File: config.mk
export PLATFORM = sky130hd
export DESIGN_NAME = phmw_queue
export DESIGN_NICKNAME = d
export VERILOG_FILES = /design/src/hw/rtl/phmw_pkg.sv /design/src/hw/rtl/phmw_queue.sv
export VERILOG_INCLUDE_DIRS = /design/src /design/src/hw/rtl
export SDC_FILE = /design/constraint.sdc
export NUM_CORES = 1
export LEC_CHECK = 0
export ABC_AREA = 0
export BUFFER_PORTS_ARGS = -buffer_cell sky130_fd_sc_hd__buf_2
export CAP_MARGIN = 40
export CORE_MARGIN = 5
export CORE_UTILIZATION = 40
export CTS_BUF_LIST = sky130_fd_sc_hd__clkbuf_8
export CTS_CLUSTER_SIZE = 12
export DETAILED_ROUTE_END_ITERATION = 12
export HOLD_SLACK_MARGIN = 0.03
export PLACE_DENSITY = 0.74
export REMOVE_ABC_BUFFERS = 1
export SETUP_SLACK_MARGIN = 0.1
export SLEW_MARGIN = 10
export SYNTH_ARGS = -nofsm -noshare
export SYNTH_HDL_FRONTEND = slang
export SYNTH_SLANG_ARGS = --single-unit
File: constraint.sdc
create_clock -name i_clk -period 1.4 [get_ports i_clk]
set_input_delay 0.14 -clock i_clk [delete_from_list [all_inputs] [get_ports i_clk]]
set_output_delay 0.14 -clock i_clk [all_outputs]
set_load 0.005 [all_outputs]
File: src/hw/rtl/pulse_half_max_width_defines.svh
`ifndef PULSE_HALF_MAX_WIDTH_DEFINES_SVH
`define PULSE_HALF_MAX_WIDTH_DEFINES_SVH

// same-cycle implication, clocked on i_clk, off during reset
`define PHMW_ASSERT_IMPL(lbl, ante, cons, msg) \
    lbl: assert property (@(posedge i_clk) disable iff (!i_rst_n) (ante) |-> (cons)) \
        else $error(msg);

// next-cycle implication, clocked on i_clk, off during reset
`define PHMW_ASSERT_NEXT(lbl, ante, cons, msg) \
    lbl: assert property (@(posedge i_clk) disable iff (!i_rst_n) (ante) |=> (cons)) \
        else $error(msg);

`endif

File: src/hw/rtl/phmw_pkg.sv
`timescale 1ns / 1ps
`default_nettype none

package phmw_pkg;

    localparam int MAX_SAMPLES_DEF = 1024;
    localparam int TIME_W          = 32;
    localparam int VOLT_W          = 16;
    localparam int SEP_W           = 31;
    localparam int WIDTH_W         = 31;
    localparam int OIDX_W          = 10;
    localparam int LEVEL_W         = 17;
    localparam int DIST_W          = 17;
    localparam int TDIFF_W         = TIME_W + 1;

    localparam logic [SEP_W-1:0]   SEP_RESET = SEP_W'(1000);
    localparam logic [WIDTH_W-1:0] WIDTH_MAX = {WIDTH_W{1'b1}};

    typedef enum logic [2:0] {
        ST_IDLE,
        ST_PASS1,
        ST_PASS2,
        ST_DIFF,
        ST_EMIT
    } t_back_state;

    typedef struct packed {
        logic not_empty;
        logic full;
    } t_q_status;

    typedef struct packed {
        logic busy;
    } t_back_status;

endpackage

`default_nettype wire

File: src/hw/rtl/phmw_queue.sv
`timescale 1ns / 1ps
`default_nettype none

`include "pulse_half_max_width_defines.svh"

module phmw_queue
    import phmw_pkg::*;
#(
    parameter int W = 8
) (
    input  wire logic         i_clk,
    input  wire logic         i_rst_n,
    input  wire logic         i_push,
    input  wire logic [W-1:0] i_data,
    input  wire logic         i_pop,
    output logic [W-1:0]      o_data,
    output t_q_status         o_status
);

    logic [W-1:0] r_data [2];
    logic         r_wp;
    logic         r_rp;
    logic [1:0]   r_count;
    logic [1:0]   n_count;

    always_comb begin
        n_count = r_count;
        if (i_push && !(i_pop && r_count != 2'd0)) begin
            n_count = r_count + 2'd1;
        end else if (!i_push && i_pop && r_count != 2'd0) begin
            n_count = r_count - 2'd1;
        end
    end

    always_ff @(posedge i_clk) begin
        if (!i_rst_n) begin
            r_wp    <= 1'b0;
            r_rp    <= 1'b0;
            r_count <= 2'd0;
        end else begin
            r_count <= n_count;
            if (i_push) begin
                r_wp <= ~r_wp;
            end
            if (i_pop && r_count != 2'd0) begin
                r_rp <= ~r_rp;
            end
        end
    end

    always_ff @(posedge i_clk) begin
        if (i_push) begin
            r_data[r_wp] <= i_data;
        end
    end

    assign o_data             = r_data[r_rp];
    assign o_status.not_empty = (r_count != 2'd0);
    assign o_status.full      = (r_count == 2'd2);

    `PHMW_ASSERT_IMPL(a_no_push_full, i_push, !o_status.full, "job pushed into full queue")

endmodule

`default_nettype wire

==> run summary <==
The post-CTS clock slew at the launch and capture registers of the worst setup and hold paths came out at 0.07 ns. In this run the tightest slew margin relative to its limit is 75.2%. The portion of synthesized area spent on multiplexers is 13.7%. The die is 54.9 um wide. The via count of the first global-routing pass was 466; the transition time at the pin with the least slew margin was 0.372 ns. The logs give 0 for the count of inserted antenna diode cells and 0.787 GHz for the highest attainable clock frequency.

The routed design has 1240 um of wire. In the finished design, the share of the clock period the worst path needs comes to 90.7%. After technology mapping, the gate count stands at 50. The detail route stage leaves a number of antenna-violating nets equal to 0. The cell sitting at the root of the clock tree is a sky130_fd_sc_hd__clkbuf_8. The chip height is 54.9 um, and the number of violations reported at the end of detailed-routing iteration 0 is 4. Summed over all cells, the static leakage comes to 0.000401 uW. The longest clock path from root to sink contains 2 buffers. In this run the worst path has a maximum fanout of 8. The tools report the total number of yosys warnings as 0.

The tools report the sort of element at the start of the critical path as a flop. The final layout contains 88 nets. Summing all placed instances gives a cell area of 947 sq um.

Of the synthesized area, sequential elements account for 72.0%. In the layout the commonest cells are sky130_fd_sc_hd__buf_2 (21), sky130_fd_sc_hd__edfxtp_1 (16), sky130_fd_sc_hd__mux2_2 (7), sky130_fd_sc_hd__dfxtp_1 (4). In this run the worst hold path is classified as primary input to flop. The first detailed-routing pass ran for 3 iterations.

The finished layout holds 102 standard cells, fillers aside. Of the total synthesized cell area, the portion taken by AND, OR, NAND and NOR gates is 7.45%. The number of maximum-capacitance violations was 0. The area growth from synthesis to layout is 24.1%. The total power per unit cell area came out at 1210 nW/um^2.

At the end of routability-driven placement, the weighted congestion stood at 0.675. Setup violations remaining at the end of the flow were counted as 0. For the DRC violation count after routing, the log shows 0. Across all layers, the routed design uses 464 vias. The total routing resource utilization after global routing was 9.32%; the buffers inserted during post-CTS setup optimization was 0. For the largest net degree at the start of global routing, the log shows 12. The first-pass GRT wire length is 1840 um, and the total placed cells including tap cells is 98.

Maximum level of the CTS H-tree: 1. The count of cells along the worst register-to-register path was 1. Once layout is done, the placed cells without fillers occupy 1000 sq um. Clock latency on the worst-skew pair, taken at its later pin, is 0.25 ns.

The mean area per synthesized cell was 16.1 sq um. The tools report the end point of the worst hold path as r_data[0][2]$_DFFE_PP_. The synthesized netlist devotes 0% of its cell area to adder and majority cells. The tools report the detailed-placement wirelength estimate as 904 um. The dominant combinational cell family by area after synthesis was multiplexers. Worst hold path stage count: 1. At the worst endpoint, the arrival time is 1.13 ns. The critical path is of the flop to output pin type. The worst stage delay on the critical path works out to 0.41 ns.

VDD sags by at most 0.558 mV. Fraction of layout instances using a drive strength above 1: 49.3%. The cell area after synthesis is 806 sq um, and the xor and xnor fraction of the mapped netlist area is 1.09%. Counting every sink on the clock net gives 21.

In this run the count of I/O pins placed on the die edge is 22. The setup slack of the worst register-to-register path came out at 0.36 ns. For the hold violation total from the final report, the log shows 0. Setup repair after global routing could not meet its margin everywhere. The share of flip-flops with an asynchronous set or reset after synthesis came out at 0%.

TritonCTS built the clock tree. For this run, the leading register cell type out of synthesis is sky130_fd_sc_hd__edfxtp_1. Buffers inserted to repair hold after CTS numbered 0. The synthesized netlist devotes 4.19% of its cell area to compound gates. The initialized floorplan defines 16 standard-cell rows.

For the final database, setup skew stands at 0.00123 ns. The hold path startpoint was i_data[2]. Walking the worst path, the cells encountered are mux2_2 -> buf_2. In this run the tool buffered the top-level ports with 21 buffer cells. The shortest period the worst path allows is 1.27 ns, and the required arrival time at the worst endpoint is 1.26 ns. Leaving out fill and tap cells, the most frequent cell in the layout is sky130_fd_sc_hd__buf_2.

The tools report the end of the worst register-to-register path as r_data[1][3]$_DFFE_PP_. In the routed layout, each cell is associated on average with a via count of 4.55. The number of flip-flops and latches in the synthesized netlist is 21. The run gives 3 as the number of CTS-inserted buffers. For this design, the slowest cell found on the critical path is sky130_fd_sc_hd__dfxtp_4. The total core area is 1940 sq um, and the number of flops mapped to enable cells by yosys is 16.

The flow ran to the end, and the final reports show no timing, DRC or antenna violations. The floorplan step defined a die boundary enclosing 3010 sq um. Summed over all failing endpoints, the final setup total negative slack is 0 ns. After detailed routing, the average wire length per cell comes to 12.1 um. The number of distinct library cells after synthesis is 19, and the number of slew-limit violations in the final report is 0. The logs give 0 for the number of antenna violations at the first check in global routing and 41.5% for the initial core utilization.

In this run the critical register-to-register path is launched from r_wp$_SDFFE_PN0P_. Global routing finished with a remaining overflow of 0. The category of the worst setup path capture point was an output pin.
-- synthesized netlist by cell type, types with 2 or more instances --
| library cell | n | area share, % |
|---|---|---|
| sky130_fd_sc_hd__o21ai_1 | 2 | 1.2 |
| sky130_fd_sc_hd__edfxtp_1 | 16 | 60 |
| sky130_fd_sc_hd__nand2_1 | 2 | 0.93 |
| sky130_fd_sc_hd__mux2i_1 | 2 | 2.5 |
| sky130_fd_sc_hd__mux2_2 | 8 | 11 |
| sky130_fd_sc_hd__and2_1 | 3 | 2.3 |
| sky130_fd_sc_hd__dfxtp_1 | 5 | 12 |
-- layout make-up --
| cell class | instances | area (sq um) |
|---|---|---|
| Fill cell | 181 | 942 |
| Tap cell | 27 | 33.8 |
| Timing Repair Buffer | 22 | 113 |
| Sequential cell | 21 | 584 |
| Clock buffer | 3 | 41.3 |
| Multi-Input combinational cell | 26 | 216 |
| Clock inverter | 1 | 3.75 |
| Inverter | 2 | 7.51 |
-- critical path: cells and delay by family (launching register included) --
family | cells | cell delay (ns)
buffers and inverters | 1 | 0.13
flip-flops | 1 | 0.41
multiplexers | 1 | 0.35
-- per-stage QoR --
| step | setup WS, ns | hold WS (ns) | util [%] | total power [uW] |
|---|---|---|---|---|
| 2_1_floorplan | 0.318 | 0.239 | - | 796 |
| 3_3_place_gp | 0.244 | 0.328 | 48.8 | 853 |
| 3_5_place_dp | 0.255 | 0.333 | 48.8 | 857 |
| 4_1_cts | 0.128 | 0.0750 | 51.3 | 1220 |
| 5_1_grt | 0.0949 | 0.0681 | 51.5 | 1260 |
| 6_report | 0.130 | 0.0780 | 51.5 | 1210 |
-- worst max-delay path by stage --
stage	startpoint	end	slack, ns	cells past startpoint
6_report	flop	o_data[6]	0.13	2
5_1_grt	flop	o_data[6]	0.09	2
4_1_cts	flop	o_data[6]	0.13	2
3_5_place_dp	flop	o_data[6]	0.26	2
3_3_place_gp	flop	o_data[6]	0.24	2
2_1_floorplan	r_wp$_SDFFE_PN0P_	r_data[0][0]$_DFFE_PP_	0.32	1
-- layer usage --
metal / global-route usage, % / vias up / part of all wire [%]
met4: 7.47 / 0 / 1.9
li1: - / 232 / -
met3: 2.72 / 2 / 7.8
met2: 15.6 / 14 / 47
met5: 0 / - / 0
met1: 9.57 / 216 / 43
-- where the power goes --
| group | leakage, uW | internal [uW] | total, uW | switching (uW) |
|---|---|---|---|---|
| sequential | 0.000192 | 706 | 725 | 18.8 |
| clock | 0.0000269 | 194 | 366 | 172 |
| combinational | 0.000182 | 69.2 | 118 | 49.0 |
-- registers in the layout (all words and copies together), names as in the netlist, named ones only --
signal   count
r_count      2
r_data      16
r_rp         1
r_wp         1
-- kinds of logic after synthesis --
kind of cell | Yosys count
multiplexers | 10
XOR/XNOR | 1
AND/OR/NAND/NOR | 10
AO/OA/AOI/OAI | 5
flip-flops | 21
buffers and inverters | 3
-- repair_timing --
| action | 4_1_cts | 5_1_grt |
|---|---|---|
| resized for setup | 2 | 1 |
| setup endpoints to repair | 8 | 2 |
| pin swaps | 0 | 0 |
| endpoints found under the hold margin | 0 | 0 |
Note: power is estimated with default switching activity, not from simulation.
