--- src/hw/rtl/pulse_half_max_width_defines.svh ---
`ifndef PULSE_HALF_MAX_WIDTH_DEFINES_SVH
`define PULSE_HALF_MAX_WIDTH_DEFINES_SVH

// same-cycle implication, clocked on i_clk, off during reset
`define PHMW_ASSERT_IMPL(lbl, ante, cons, msg) \
    lbl: assert property (@(posedge i_clk) disable iff (!i_rst_n) (ante) |-> (cons)) \
        else $error(msg);

// next-cycle implication, clocked on i_clk, off during reset
`define PHMW_ASSERT_NEXT(lbl, ante, cons, msg) \
    lbl: assert property (@(posedge i_clk) disable iff (!i_rst_n) (ante) |=> (cons)) \
        else $error(msg);

`endif

--- src/hw/rtl/phmw_pkg.sv ---
`timescale 1ns / 1ps
`default_nettype none

package phmw_pkg;

    localparam int MAX_SAMPLES_DEF = 1024;
    localparam int TIME_W          = 32;
    localparam int VOLT_W          = 16;
    localparam int SEP_W           = 31;
    localparam int WIDTH_W         = 31;
    localparam int OIDX_W          = 10;
    localparam int LEVEL_W         = 17;
    localparam int DIST_W          = 17;
    localparam int TDIFF_W         = TIME_W + 1;

    localparam logic [SEP_W-1:0]   SEP_RESET = SEP_W'(1000);
    localparam logic [WIDTH_W-1:0] WIDTH_MAX = {WIDTH_W{1'b1}};

    typedef enum logic [2:0] {
        ST_IDLE,
        ST_PASS1,
        ST_PASS2,
        ST_DIFF,
        ST_EMIT
    } t_back_state;

    typedef struct packed {
        logic not_empty;
        logic full;
    } t_q_status;

    typedef struct packed {
        logic busy;
    } t_back_status;

endpackage

`default_nettype wire

--- src/hw/rtl/phmw_if.sv ---
`timescale 1ns / 1ps
`default_nettype none

interface phmw_in_if
    import phmw_pkg::*;
();
    logic                     valid;
    logic                     ready;
    logic signed [TIME_W-1:0] sample_time;
    logic signed [VOLT_W-1:0] sample_volt;
    logic signed [VOLT_W-1:0] peak_max;
    logic signed [VOLT_W-1:0] peak_min;
    logic                     last_sample;

    modport source (output valid, sample_time, sample_volt, peak_max, peak_min, last_sample,
                    input ready);
    modport sink   (input valid, sample_time, sample_volt, peak_max, peak_min, last_sample,
                    output ready);
endinterface


`default_nettype wire

--- src/hw/rtl/phmw_front.sv ---
`timescale 1ns / 1ps
`default_nettype none

`include "pulse_half_max_width_defines.svh"

module phmw_front
    import phmw_pkg::*;
#(
    parameter int MAX_SAMPLES = MAX_SAMPLES_DEF,
    parameter int CW          = $clog2(MAX_SAMPLES + 1),
    parameter int IW          = $clog2(MAX_SAMPLES)
) (
    input  wire logic           i_clk,
    input  wire logic           i_rst_n,
    phmw_in_if.sink             i_in,
    input  wire t_q_status      i_q_status,
    input  wire t_back_status   i_back_status,
    output logic                o_wr_en,
    output logic [IW-1:0]       o_wr_addr,
    output logic [TIME_W-1:0]   o_wr_time,
    output logic [VOLT_W-1:0]   o_wr_volt,
    output logic                o_push,
    output logic [CW+LEVEL_W-1:0] o_job
);

    logic [CW-1:0]      r_cnt;
    logic [CW-1:0]      n_cnt;
    logic [CW-1:0]      cnt_after;
    logic               ready;
    logic               acc;
    logic               has_room;
    logic [LEVEL_W-1:0] level;

    assign ready    = !i_q_status.not_empty && !i_back_status.busy;
    assign acc      = i_in.valid && ready;
    assign has_room = (r_cnt < CW'(MAX_SAMPLES));

    assign i_in.ready = ready;
    assign o_wr_en    = acc && has_room;
    assign o_wr_addr  = r_cnt[IW-1:0];
    assign o_wr_time  = i_in.sample_time;
    assign o_wr_volt  = i_in.sample_volt;

    // doubled half level, max minus min
    assign level = {i_in.peak_max[VOLT_W-1], i_in.peak_max}
                 - {i_in.peak_min[VOLT_W-1], i_in.peak_min};

    assign cnt_after = has_room ? (r_cnt + CW'(1)) : r_cnt;
    assign o_push    = acc && i_in.last_sample;
    assign o_job     = {cnt_after, level};

    always_comb begin
        n_cnt = r_cnt;
        if (acc) begin
            n_cnt = i_in.last_sample ? '0 : cnt_after;
        end
    end

    always_ff @(posedge i_clk) begin
        if (!i_rst_n) begin
            r_cnt <= '0;
        end else begin
            r_cnt <= n_cnt;
        end
    end

    `PHMW_ASSERT_NEXT(a_lock_after_last, o_push, !ready, "sample taken while a search is queued")

endmodule

`default_nettype wire

--- src/flat_wrapper.sv ---
// flat-port wrapper written by rule: the top's interface ports become plain ports
module phmw_front_flat import phmw_pkg::*;
#(
    parameter int MAX_SAMPLES = MAX_SAMPLES_DEF,
    parameter int CW          = $clog2(MAX_SAMPLES + 1),
    parameter int IW          = $clog2(MAX_SAMPLES)
)
  (i_clk, i_rst_n, i_q_status, i_back_status, o_wr_en, o_wr_addr, o_wr_time, o_wr_volt, o_push, o_job, i_in_valid, i_in_sample_time, i_in_sample_volt, i_in_peak_max, i_in_peak_min, i_in_last_sample, i_in_ready);
  phmw_in_if i_in_i ();
  input  wire logic i_clk;
  input  wire logic i_rst_n;
  input  wire t_q_status i_q_status;
  input  wire t_back_status i_back_status;
  output logic o_wr_en;
  output logic [IW-1:0] o_wr_addr;
  output logic [TIME_W-1:0] o_wr_time;
  output logic [VOLT_W-1:0] o_wr_volt;
  output logic o_push;
  output logic [CW+LEVEL_W-1:0] o_job;
  input wire logic [$bits(i_in_i.valid)-1:0] i_in_valid;
  input wire logic [$bits(i_in_i.sample_time)-1:0] i_in_sample_time;
  input wire logic [$bits(i_in_i.sample_volt)-1:0] i_in_sample_volt;
  input wire logic [$bits(i_in_i.peak_max)-1:0] i_in_peak_max;
  input wire logic [$bits(i_in_i.peak_min)-1:0] i_in_peak_min;
  input wire logic [$bits(i_in_i.last_sample)-1:0] i_in_last_sample;
  output wire logic [$bits(i_in_i.ready)-1:0] i_in_ready;
  assign i_in_i.valid = i_in_valid;
  assign i_in_i.sample_time = i_in_sample_time;
  assign i_in_i.sample_volt = i_in_sample_volt;
  assign i_in_i.peak_max = i_in_peak_max;
  assign i_in_i.peak_min = i_in_peak_min;
  assign i_in_i.last_sample = i_in_last_sample;
  assign i_in_ready = i_in_i.ready;
  phmw_front #(.MAX_SAMPLES(MAX_SAMPLES), .CW(CW), .IW(IW)) u_core (.i_clk(i_clk), .i_rst_n(i_rst_n), .i_in(i_in_i), .i_q_status(i_q_status), .i_back_status(i_back_status), .o_wr_en(o_wr_en), .o_wr_addr(o_wr_addr), .o_wr_time(o_wr_time), .o_wr_volt(o_wr_volt), .o_push(o_push), .o_job(o_job));
endmodule
--- config.mk ---
export PLATFORM = sky130hd
export DESIGN_NAME = phmw_front_flat
export DESIGN_NICKNAME = d
export VERILOG_FILES = /design/src/hw/rtl/phmw_pkg.sv /design/src/hw/rtl/phmw_if.sv /design/src/hw/rtl/phmw_front.sv /design/src/flat_wrapper.sv
export VERILOG_INCLUDE_DIRS = /design/src /design/src/hw/rtl
export SDC_FILE = /design/constraint.sdc
export NUM_CORES = 1
export LEC_CHECK = 0
export ABC_CLOCK_PERIOD_IN_PS = 5400
export BUFFER_PORTS_ARGS = -buffer_cell sky130_fd_sc_hd__buf_2
export CAP_MARGIN = 15
export CORE_MARGIN = 2
export CORE_UTILIZATION = 42
export CTS_BUF_LIST = sky130_fd_sc_hd__clkbuf_4 sky130_fd_sc_hd__clkbuf_8
export CTS_CLUSTER_DIAMETER = 30
export DETAILED_ROUTE_END_ITERATION = 16
export PLACE_DENSITY = 0.95
export SYNTH_ARGS = -nofsm -noshare
export SYNTH_HDL_FRONTEND = slang
export SYNTH_SLANG_ARGS = --single-unit
--- constraint.sdc ---
create_clock -name i_clk -period 5.4 [get_ports i_clk]
set_input_delay 1.08 -clock i_clk [delete_from_list [all_inputs] [get_ports i_clk]]
set_output_delay 1.08 -clock i_clk [all_outputs]
set_load 0.02 [all_outputs]
==> flow_summary.ini, run 1 <==
[detailed_routing]
wl_per_cell_um = 13.3
via_count = 1875
via_per_inst = 5.60
drtAntennaViolNets = 0
wl_met3_um = 423
firstDrtPassIters = 4
drcViolationCount = 0
met1Wirelength_um = 1760
routed_wirelength_um = 4440
routed-wl-met2_um = 2150
drt_iter0_drc = 75
top_layer = met4

[clock_network]
clock_latency_ns = 0.24
cts_hold_buf = 0
root_buffer = clkbuf_8
clk_pin_slew_worst_paths_ns = 0.05
cts_max_path_buffers = 2
post-cts-setup-buffers = 0
cts_resized = 0
clock_sinks = 11
cts_buffers = 3
cts_max_level = 1
cts_tree = yes

[synth]
ys_seq_area_frac = 0.112
synthesis.nets = 373
yosysWarnings = 0
synth_seq_cells = 11
synth_cells = 268
synth.distinct_cells = 45
syn_area_mm2 = 0.00197
synth_area_per_cell_um2 = 7.34

[power]
total_power_uw = 359
p_leak_uw = 0.00108
ir_worst_vdd_uv = 87.5
p_per_area_mw_per_mm2 = 180

[finish]
n_antenna_cell = 0
drive_above_1_share = 0.311
largest_reg_flops = 11
area_delta_synth_final_pct = 1.46
largest_register = u_core.r_cnt
largestRegisters = u_core.r_cnt (11)
fin_nets = 389

[place]
gp_congestion = 0.877
port_buffers = 78
post-dp-hpwl_um = 3630
dp_slack_ns = 1.33

[critical_path]
cp_cell_sequence = buf_2 > ha_1 > fa_1 > nand2b_1 > a211oi_2 > o21a_4 > a41o_1 > xor2_1 > buf_2
cp_common_cell = buf_2
slowest_delay_ns = 0.40
startpoint = i_in_peak_min[0]
criticalPathCategory = input port to output port
critical_path.top_delay_family = compound AO/OA/AOI/OAI gates
critPathBufInv = 2
ff2ff_path_depth = 6
arrival_ns = 2.99
crit_fanout = 4
critPathRequiredTime_ns = 4.32
cp-start-kind = input port
critPathCaptureType = output port
timing.rr.end = u_core.r_cnt[6]
worst-r2r-setup-slack_ns = 3.76
r2r-start = u_core.r_cnt[0]
cp_slowest_cell = fa_1

[grt]
grt_pass1_vias = 1661
overflow = 0
antenna_found_initial = 0
grt_pass1_wl_um = 6920
grt_util_all_layers = 0.160
grt_max_degree = 15

[sta]
hold_viol = 0
slew_headroom = 0.628
fin_setup_tns_ns = 0
finalSetupViolCount = 0
worstMarginPinSlew_ns = 0.553
holdWs_ns = 0.529
fin_crit_ns = 4.07
finalClockSkew_ns = 0.000733
fin_crit_sh = 0.754
final_max_slew_viol_count = 0
fmax_mhz = 245
rsz0062_at_grt = false
fin_ws_ns = 1.33

[floorplanning]
dieWidth_um = 72.5
dieArea_mm2 = 0.00525
die_h_um = 72.5
coreArea_mm2 = 0.00444
num_rows = 24
initial_utilization = 0.443
io_pins = 176

[hold_path]
whs_endpoint = u_core.r_cnt[1]
min_from = u_core.r_cnt[1]
hp-class = flip-flop to flip-flop
worstHoldPathCells = 2

[outcome]
status = completed

[job]
maxCapViolations = 0
## through the flow
step                cell area, um2  cells   util
finish                        2000    335  0.449
global route                  2000    335  0.449
CTS                           2000    335  0.449
detailed placement            1950    331  0.438
global placement              1950    331  0.438
floorplan                     1970    268      -
## how the worst max path moves through the flow
stage	end	slack (ns)	depth (start not counted)
after detailed placement	o_job[12]	1.33	9
after CTS	o_job[12]	1.32	9
after global placement	o_job[12]	1.37	9
after floorplan	o_job[12]	1.50	8
final	o_job[12]	1.33	9
after global routing	o_job[12]	1.20	9
## per-layer routing
| layer | up-vias | global-route usage |
|---|---|---|
| met5 | - | 0 |
| met4 | 0 | 0.0782 |
| met3 | 22 | 0.0403 |
| met2 | 127 | 0.285 |
| met1 | 841 | 0.174 |
| li1 | 885 | - |
## power breakdown
| group | total [uW] | switching [uW] | internal (uW) |
|---|---|---|---|
| logic | 188 | 115 | 72.9 |
| clock network | 89.2 | 32.3 | 57.0 |
| registers | 81.9 | 0.416 | 81.5 |
| total | 359 | 147 | 211 |
## cells by family after synthesis
| kind of cell | share of synthesized area |
|---|---|
| muxes | 0.0165 |
| buffers and inverters | 0.285 |
| and+or+nand+nor | 0.176 |
| adders and majority gates | 0.118 |
| DFF | 0.112 |
| AOI/OAI and AO/OA | 0.212 |
| xor gates and xnor gates | 0.0801 |
## Yosys cell counts (all sizes together)
| library cell | count | share of area |
|---|---|---|
| mux2 | 2 | 0.011 |
| o41ai | 1 | 0.0083 |
| and2 | 2 | 0.0064 |
| nand3 | 7 | 0.018 |
| nor2 | 11 | 0.021 |
| buf | 62 | 0.23 |
| and3b | 1 | 0.0045 |
| nor3b | 2 | 0.0076 |
| nand2 | 14 | 0.027 |
| dfxtp | 11 | 0.11 |
| nor4 | 1 | 0.0032 |
| and4 | 1 | 0.0045 |
| and3 | 3 | 0.0095 |
| nor4b | 1 | 0.0045 |
| a21boi | 1 | 0.0038 |
| nor3 | 4 | 0.010 |
| inv | 23 | 0.044 |
| o311ai | 1 | 0.0045 |
| mux2i | 1 | 0.0051 |
| fa | 1 | 0.010 |
| clkbuf | 5 | 0.010 |
| xor2 | 9 | 0.040 |
| a31o | 1 | 0.0045 |
| nor2b | 12 | 0.038 |
| a41o | 3 | 0.015 |
| a211oi | 3 | 0.014 |
| o21a | 2 | 0.011 |
| a221oi | 1 | 0.0045 |
| ha | 17 | 0.11 |
| a21oi | 20 | 0.051 |
| a21o | 4 | 0.016 |
| o2111ai | 1 | 0.0045 |
| a22oi | 7 | 0.027 |
| o211ai | 2 | 0.0076 |
| nand2b | 4 | 0.013 |
| o21ai | 14 | 0.036 |
| nand4 | 3 | 0.0095 |
| a311oi | 1 | 0.0045 |
| xnor2 | 9 | 0.040 |
## worst register-to-register path, delay by kind of cell (launching register included)
family	cells	cell delay, ns
flip-flops	1	0.42
adder cells (fa/ha/maj)	1	0.20
AND/OR/NAND/NOR	3	0.61
AO/OA/AOI/OAI	2	0.30
## placed cells by master, fill, tap and decap left out, types with 2 or more instances in the layout
cell type	count
clkbuf_8	3
and2_1	2
nand2b_1	4
nand4_1	3
a21o_1	3
nor3_1	4
xor2_1	9
dfxtp_1	11
a211oi_1	2
a21oi_1	20
mux2_2	2
a22oi_1	7
buf_2	78
xnor2_1	9
o21ai_0	13
o211ai_1	2
nor3b_1	2
a41o_1	3
and3_1	3
nor2_1	11
nand3_1	7
nor2b_1	12
ha_1	17
nand2_1	14
inv_1	23
## cell type report
| class | instances | area, um2 |
|---|---|---|
| fill | 420 | 2450 |
| multi-input combinational | 167 | 1190 |
| timing repair buffer | 78 | 390 |
| sequential | 11 | 220 |
| inverter | 23 | 86.3 |
| tap | 52 | 65.1 |
| clock buffer | 4 | 48.8 |
No activity file was read; power rests on OpenSTA's default activity.
==> inputs of run 2 (changes only) <==
--- a/config.mk
+++ b/config.mk
@@ -6,15 +6,16 @@
 export SDC_FILE = /design/constraint.sdc
 export NUM_CORES = 1
 export LEC_CHECK = 0
-export ABC_CLOCK_PERIOD_IN_PS = 5400
+export ABC_AREA = 1
+export ABC_CLOCK_PERIOD_IN_PS = 3270
 export BUFFER_PORTS_ARGS = -buffer_cell sky130_fd_sc_hd__buf_2
 export CAP_MARGIN = 15
 export CORE_MARGIN = 2
-export CORE_UTILIZATION = 42
+export CORE_UTILIZATION = 37
 export CTS_BUF_LIST = sky130_fd_sc_hd__clkbuf_4 sky130_fd_sc_hd__clkbuf_8
 export CTS_CLUSTER_DIAMETER = 30
 export DETAILED_ROUTE_END_ITERATION = 16
-export PLACE_DENSITY = 0.95
+export PLACE_DENSITY = 0.85
 export SYNTH_ARGS = -nofsm -noshare
 export SYNTH_HDL_FRONTEND = slang
 export SYNTH_SLANG_ARGS = --single-unit
==> constraint.sdc (replaced) <==
create_clock -name i_clk -period 3.27 [get_ports i_clk]
set_input_delay 0.654 -clock i_clk [delete_from_list [all_inputs] [get_ports i_clk]]
set_output_delay 0.654 -clock i_clk [all_outputs]
set_load 0.02 [all_outputs]
==> flow_summary.ini, run 2 <==
[finish]
n_fill_cell = 620
layout_commonest_cell = nand2_1
largest_reg_flops = 11
drive_above_1_share = 0.256
fin_area_mm2 = 0.00232
fin_nets = 508
largest_register = u_core.r_cnt
multiInputGateArea_mm2 = 0.00128
final_cell_mix = nand2_1 (116), buf_2 (78), inv_1 (70)
area_delta_synth_final_pct = 4.16
n_antenna_cell = 0
largestRegisters = u_core.r_cnt (11)
seq_area_um2 = 220
final_util = 0.396

[power]
pwr-share-comb = 0.525
p_per_area_mw_per_mm2 = 258
seqPwrFrac = 0.227
switchingPower_uw = 255
ir_worst_vdd_uv = 197
clockPowerShare = 0.247
p_sw_frac = 0.428
p_leak_uw = 0.00145
p_int_uw = 342

[synth]
synthesis.nets = 484
ys_async_sr_fraction = 0
yosysMostFrequentCell = nand2_1
ys.flop_type = dfxtp_1
synth_edf_count = 0
synth_seq_cells = 11
synth_area_per_cell_um2 = 5.87
yosysWarnings = 0
syn_area_mm2 = 0.00222
synth_cells = 379
synth.top_cell.area_share = 0.196
yosysTopAreaCell = buf_4
synth_area_leaders = buf_4 (20%), nand2_1 (20%), inv_1 (12%), dfxtp_1 (9.9%), ha_1 (9.6%)
synth_commonest_cells = nand2_1 (116), inv_1 (70), buf_4 (58), nor2_1 (21), nand3_1 (20)
synth.distinct_cells = 29
ys_seq_area_frac = 0.0990

[clock_network]
cts_buffers = 3
clk_pin_slew_worst_paths_ns = 0.05
cts_tree = yes
cts_max_path_buffers = 2
clock_latency_ns = 0.24
cts_max_level = 1
cts_hold_buf = 0
cts_resized = 0
post-cts-setup-buffers = 0
root_buffer = clkbuf_8
clock_sinks = 11

[critical_path]
ff2ff_path_depth = 8
crit_fanout = 3
critPathCaptureType = output port
r2r-start = u_core.r_cnt[0]
timing.rr.end = u_core.r_cnt[6]
arrival_ns = 2.22
critPathRequiredTime_ns = 2.62
cp-start-kind = input port
worst-r2r-setup-slack_ns = 1.92
criticalPathCategory = input port to output port

[outcome]
status = completed

[sta]
fin_crit_ns = 2.87
fmax_mhz = 348
finalClockSkew_ns = 0.00368
fin_setup_tns_ns = 0
slew_headroom = 0.768
rsz0062_at_grt = false
final_max_slew_viol_count = 0
finalSetupViolCount = 0
hold_viol = 0
fin_crit_sh = 0.879
worstMarginPinSlew_ns = 0.346

[place]
port_buffers = 78
post-dp-hpwl_um = 4050
gp_congestion = 0.879
place_area_mm2 = 0.00227

[detailed_routing]
via_count = 2230
met1Wirelength_um = 2060
routed-wl-met2_um = 2310
wl_met3_um = 332
firstDrtPassIters = 4
wl_per_cell_um = 10.0
top_layer = met4
drcViolationCount = 0
drtAntennaViolNets = 0
via_per_inst = 4.68
drt_iter0_drc = 47
routed_wirelength_um = 4790

[floorplanning]
coreArea_mm2 = 0.00585
dieWidth_um = 81.5
io_pins = 176
num_rows = 28
initial_utilization = 0.380
die_h_um = 81.5
dieArea_mm2 = 0.00665

[grt]
grt_pass1_wl_um = 7690
antenna_found_initial = 0
grt_pass1_vias = 1952
grt_max_degree = 15
overflow = 0
grt_util_all_layers = 0.140

[hold_path]
min_from = u_core.r_cnt[5]
hp-class = flip-flop to flip-flop
whs_endpoint = u_core.r_cnt[5]
worstHoldPathCells = 2

[job]
maxCapViolations = 0
-- run 2: per-stage QoR --
step	total power, uW	setup WS (ns)	hold slack [ns]	instances
final	597	0.395	0.523	477
after global routing	642	0.256	0.544	477
after CTS	601	0.385	0.520	477
after detailed placement	451	0.387	0.513	473
after global placement	445	0.433	0.505	473
after floorplan	440	0.651	0.483	379
-- run 2: final cells by class --
cell class                 count  area share
multi-input combinational    235       0.555
clock buffer                   4      0.0211
sequential                    11      0.0951
tap                           75      0.0405
timing repair buffer          78       0.169
inverter                      74       0.120
-- run 2: per-layer routing --
| layer | global-route usage | up-vias |
|---|---|---|
| li1 | - | 1136 |
| met1 | 0.157 | 972 |
| met2 | 0.272 | 101 |
| met3 | 0.0154 | 21 |
| met4 | 0.0458 | 0 |
| met5 | 0 | - |
-- run 2: logic make-up after synthesis --
logic type / share of synthesized area
compound gates: 0.0552
flops: 0.0990
fa+ha+maj: 0.105
xor+xnor: 0.0467
buf+inv: 0.323
simple gates: 0.371
-- run 2: how the worst max path moves through the flow --
stage / slack (ns) / depth (start not counted) / endpoint / startpoint
3_5_place_dp: 0.39 / 11 / o_job[16] / i_in_peak_min[0]
4_1_cts: 0.38 / 11 / o_job[16] / i_in_peak_min[0]
5_1_grt: 0.26 / 12 / o_job[16] / i_in_peak_max[0]
3_3_place_gp: 0.43 / 11 / o_job[16] / i_in_peak_min[0]
6_report: 0.40 / 11 / o_job[16] / i_in_peak_min[0]
2_1_floorplan: 0.65 / 7 / o_job[8] / i_in_peak_max[0]
-- run 2: worst max-delay path, stage by stage --
cell	delay, ns
buf_2	0.10
ha_1	0.23
fa_1	0.45
nor2_1	0.18
o21ai_1	0.07
nand2_1	0.13
nand2_1	0.09
nand2_1	0.07
nand2_1	0.05
nand2_1	0.05
buf_2	0.15
-- run 2: power by group through the flow --
stage	Sequential (uW)	Clock (uW)	Combinational [uW]
after floorplan	138	0	302
after global placement	138	0	307
after detailed placement	138	0	313
after CTS	136	151	315
after global routing	135	155	352
final	136	148	314
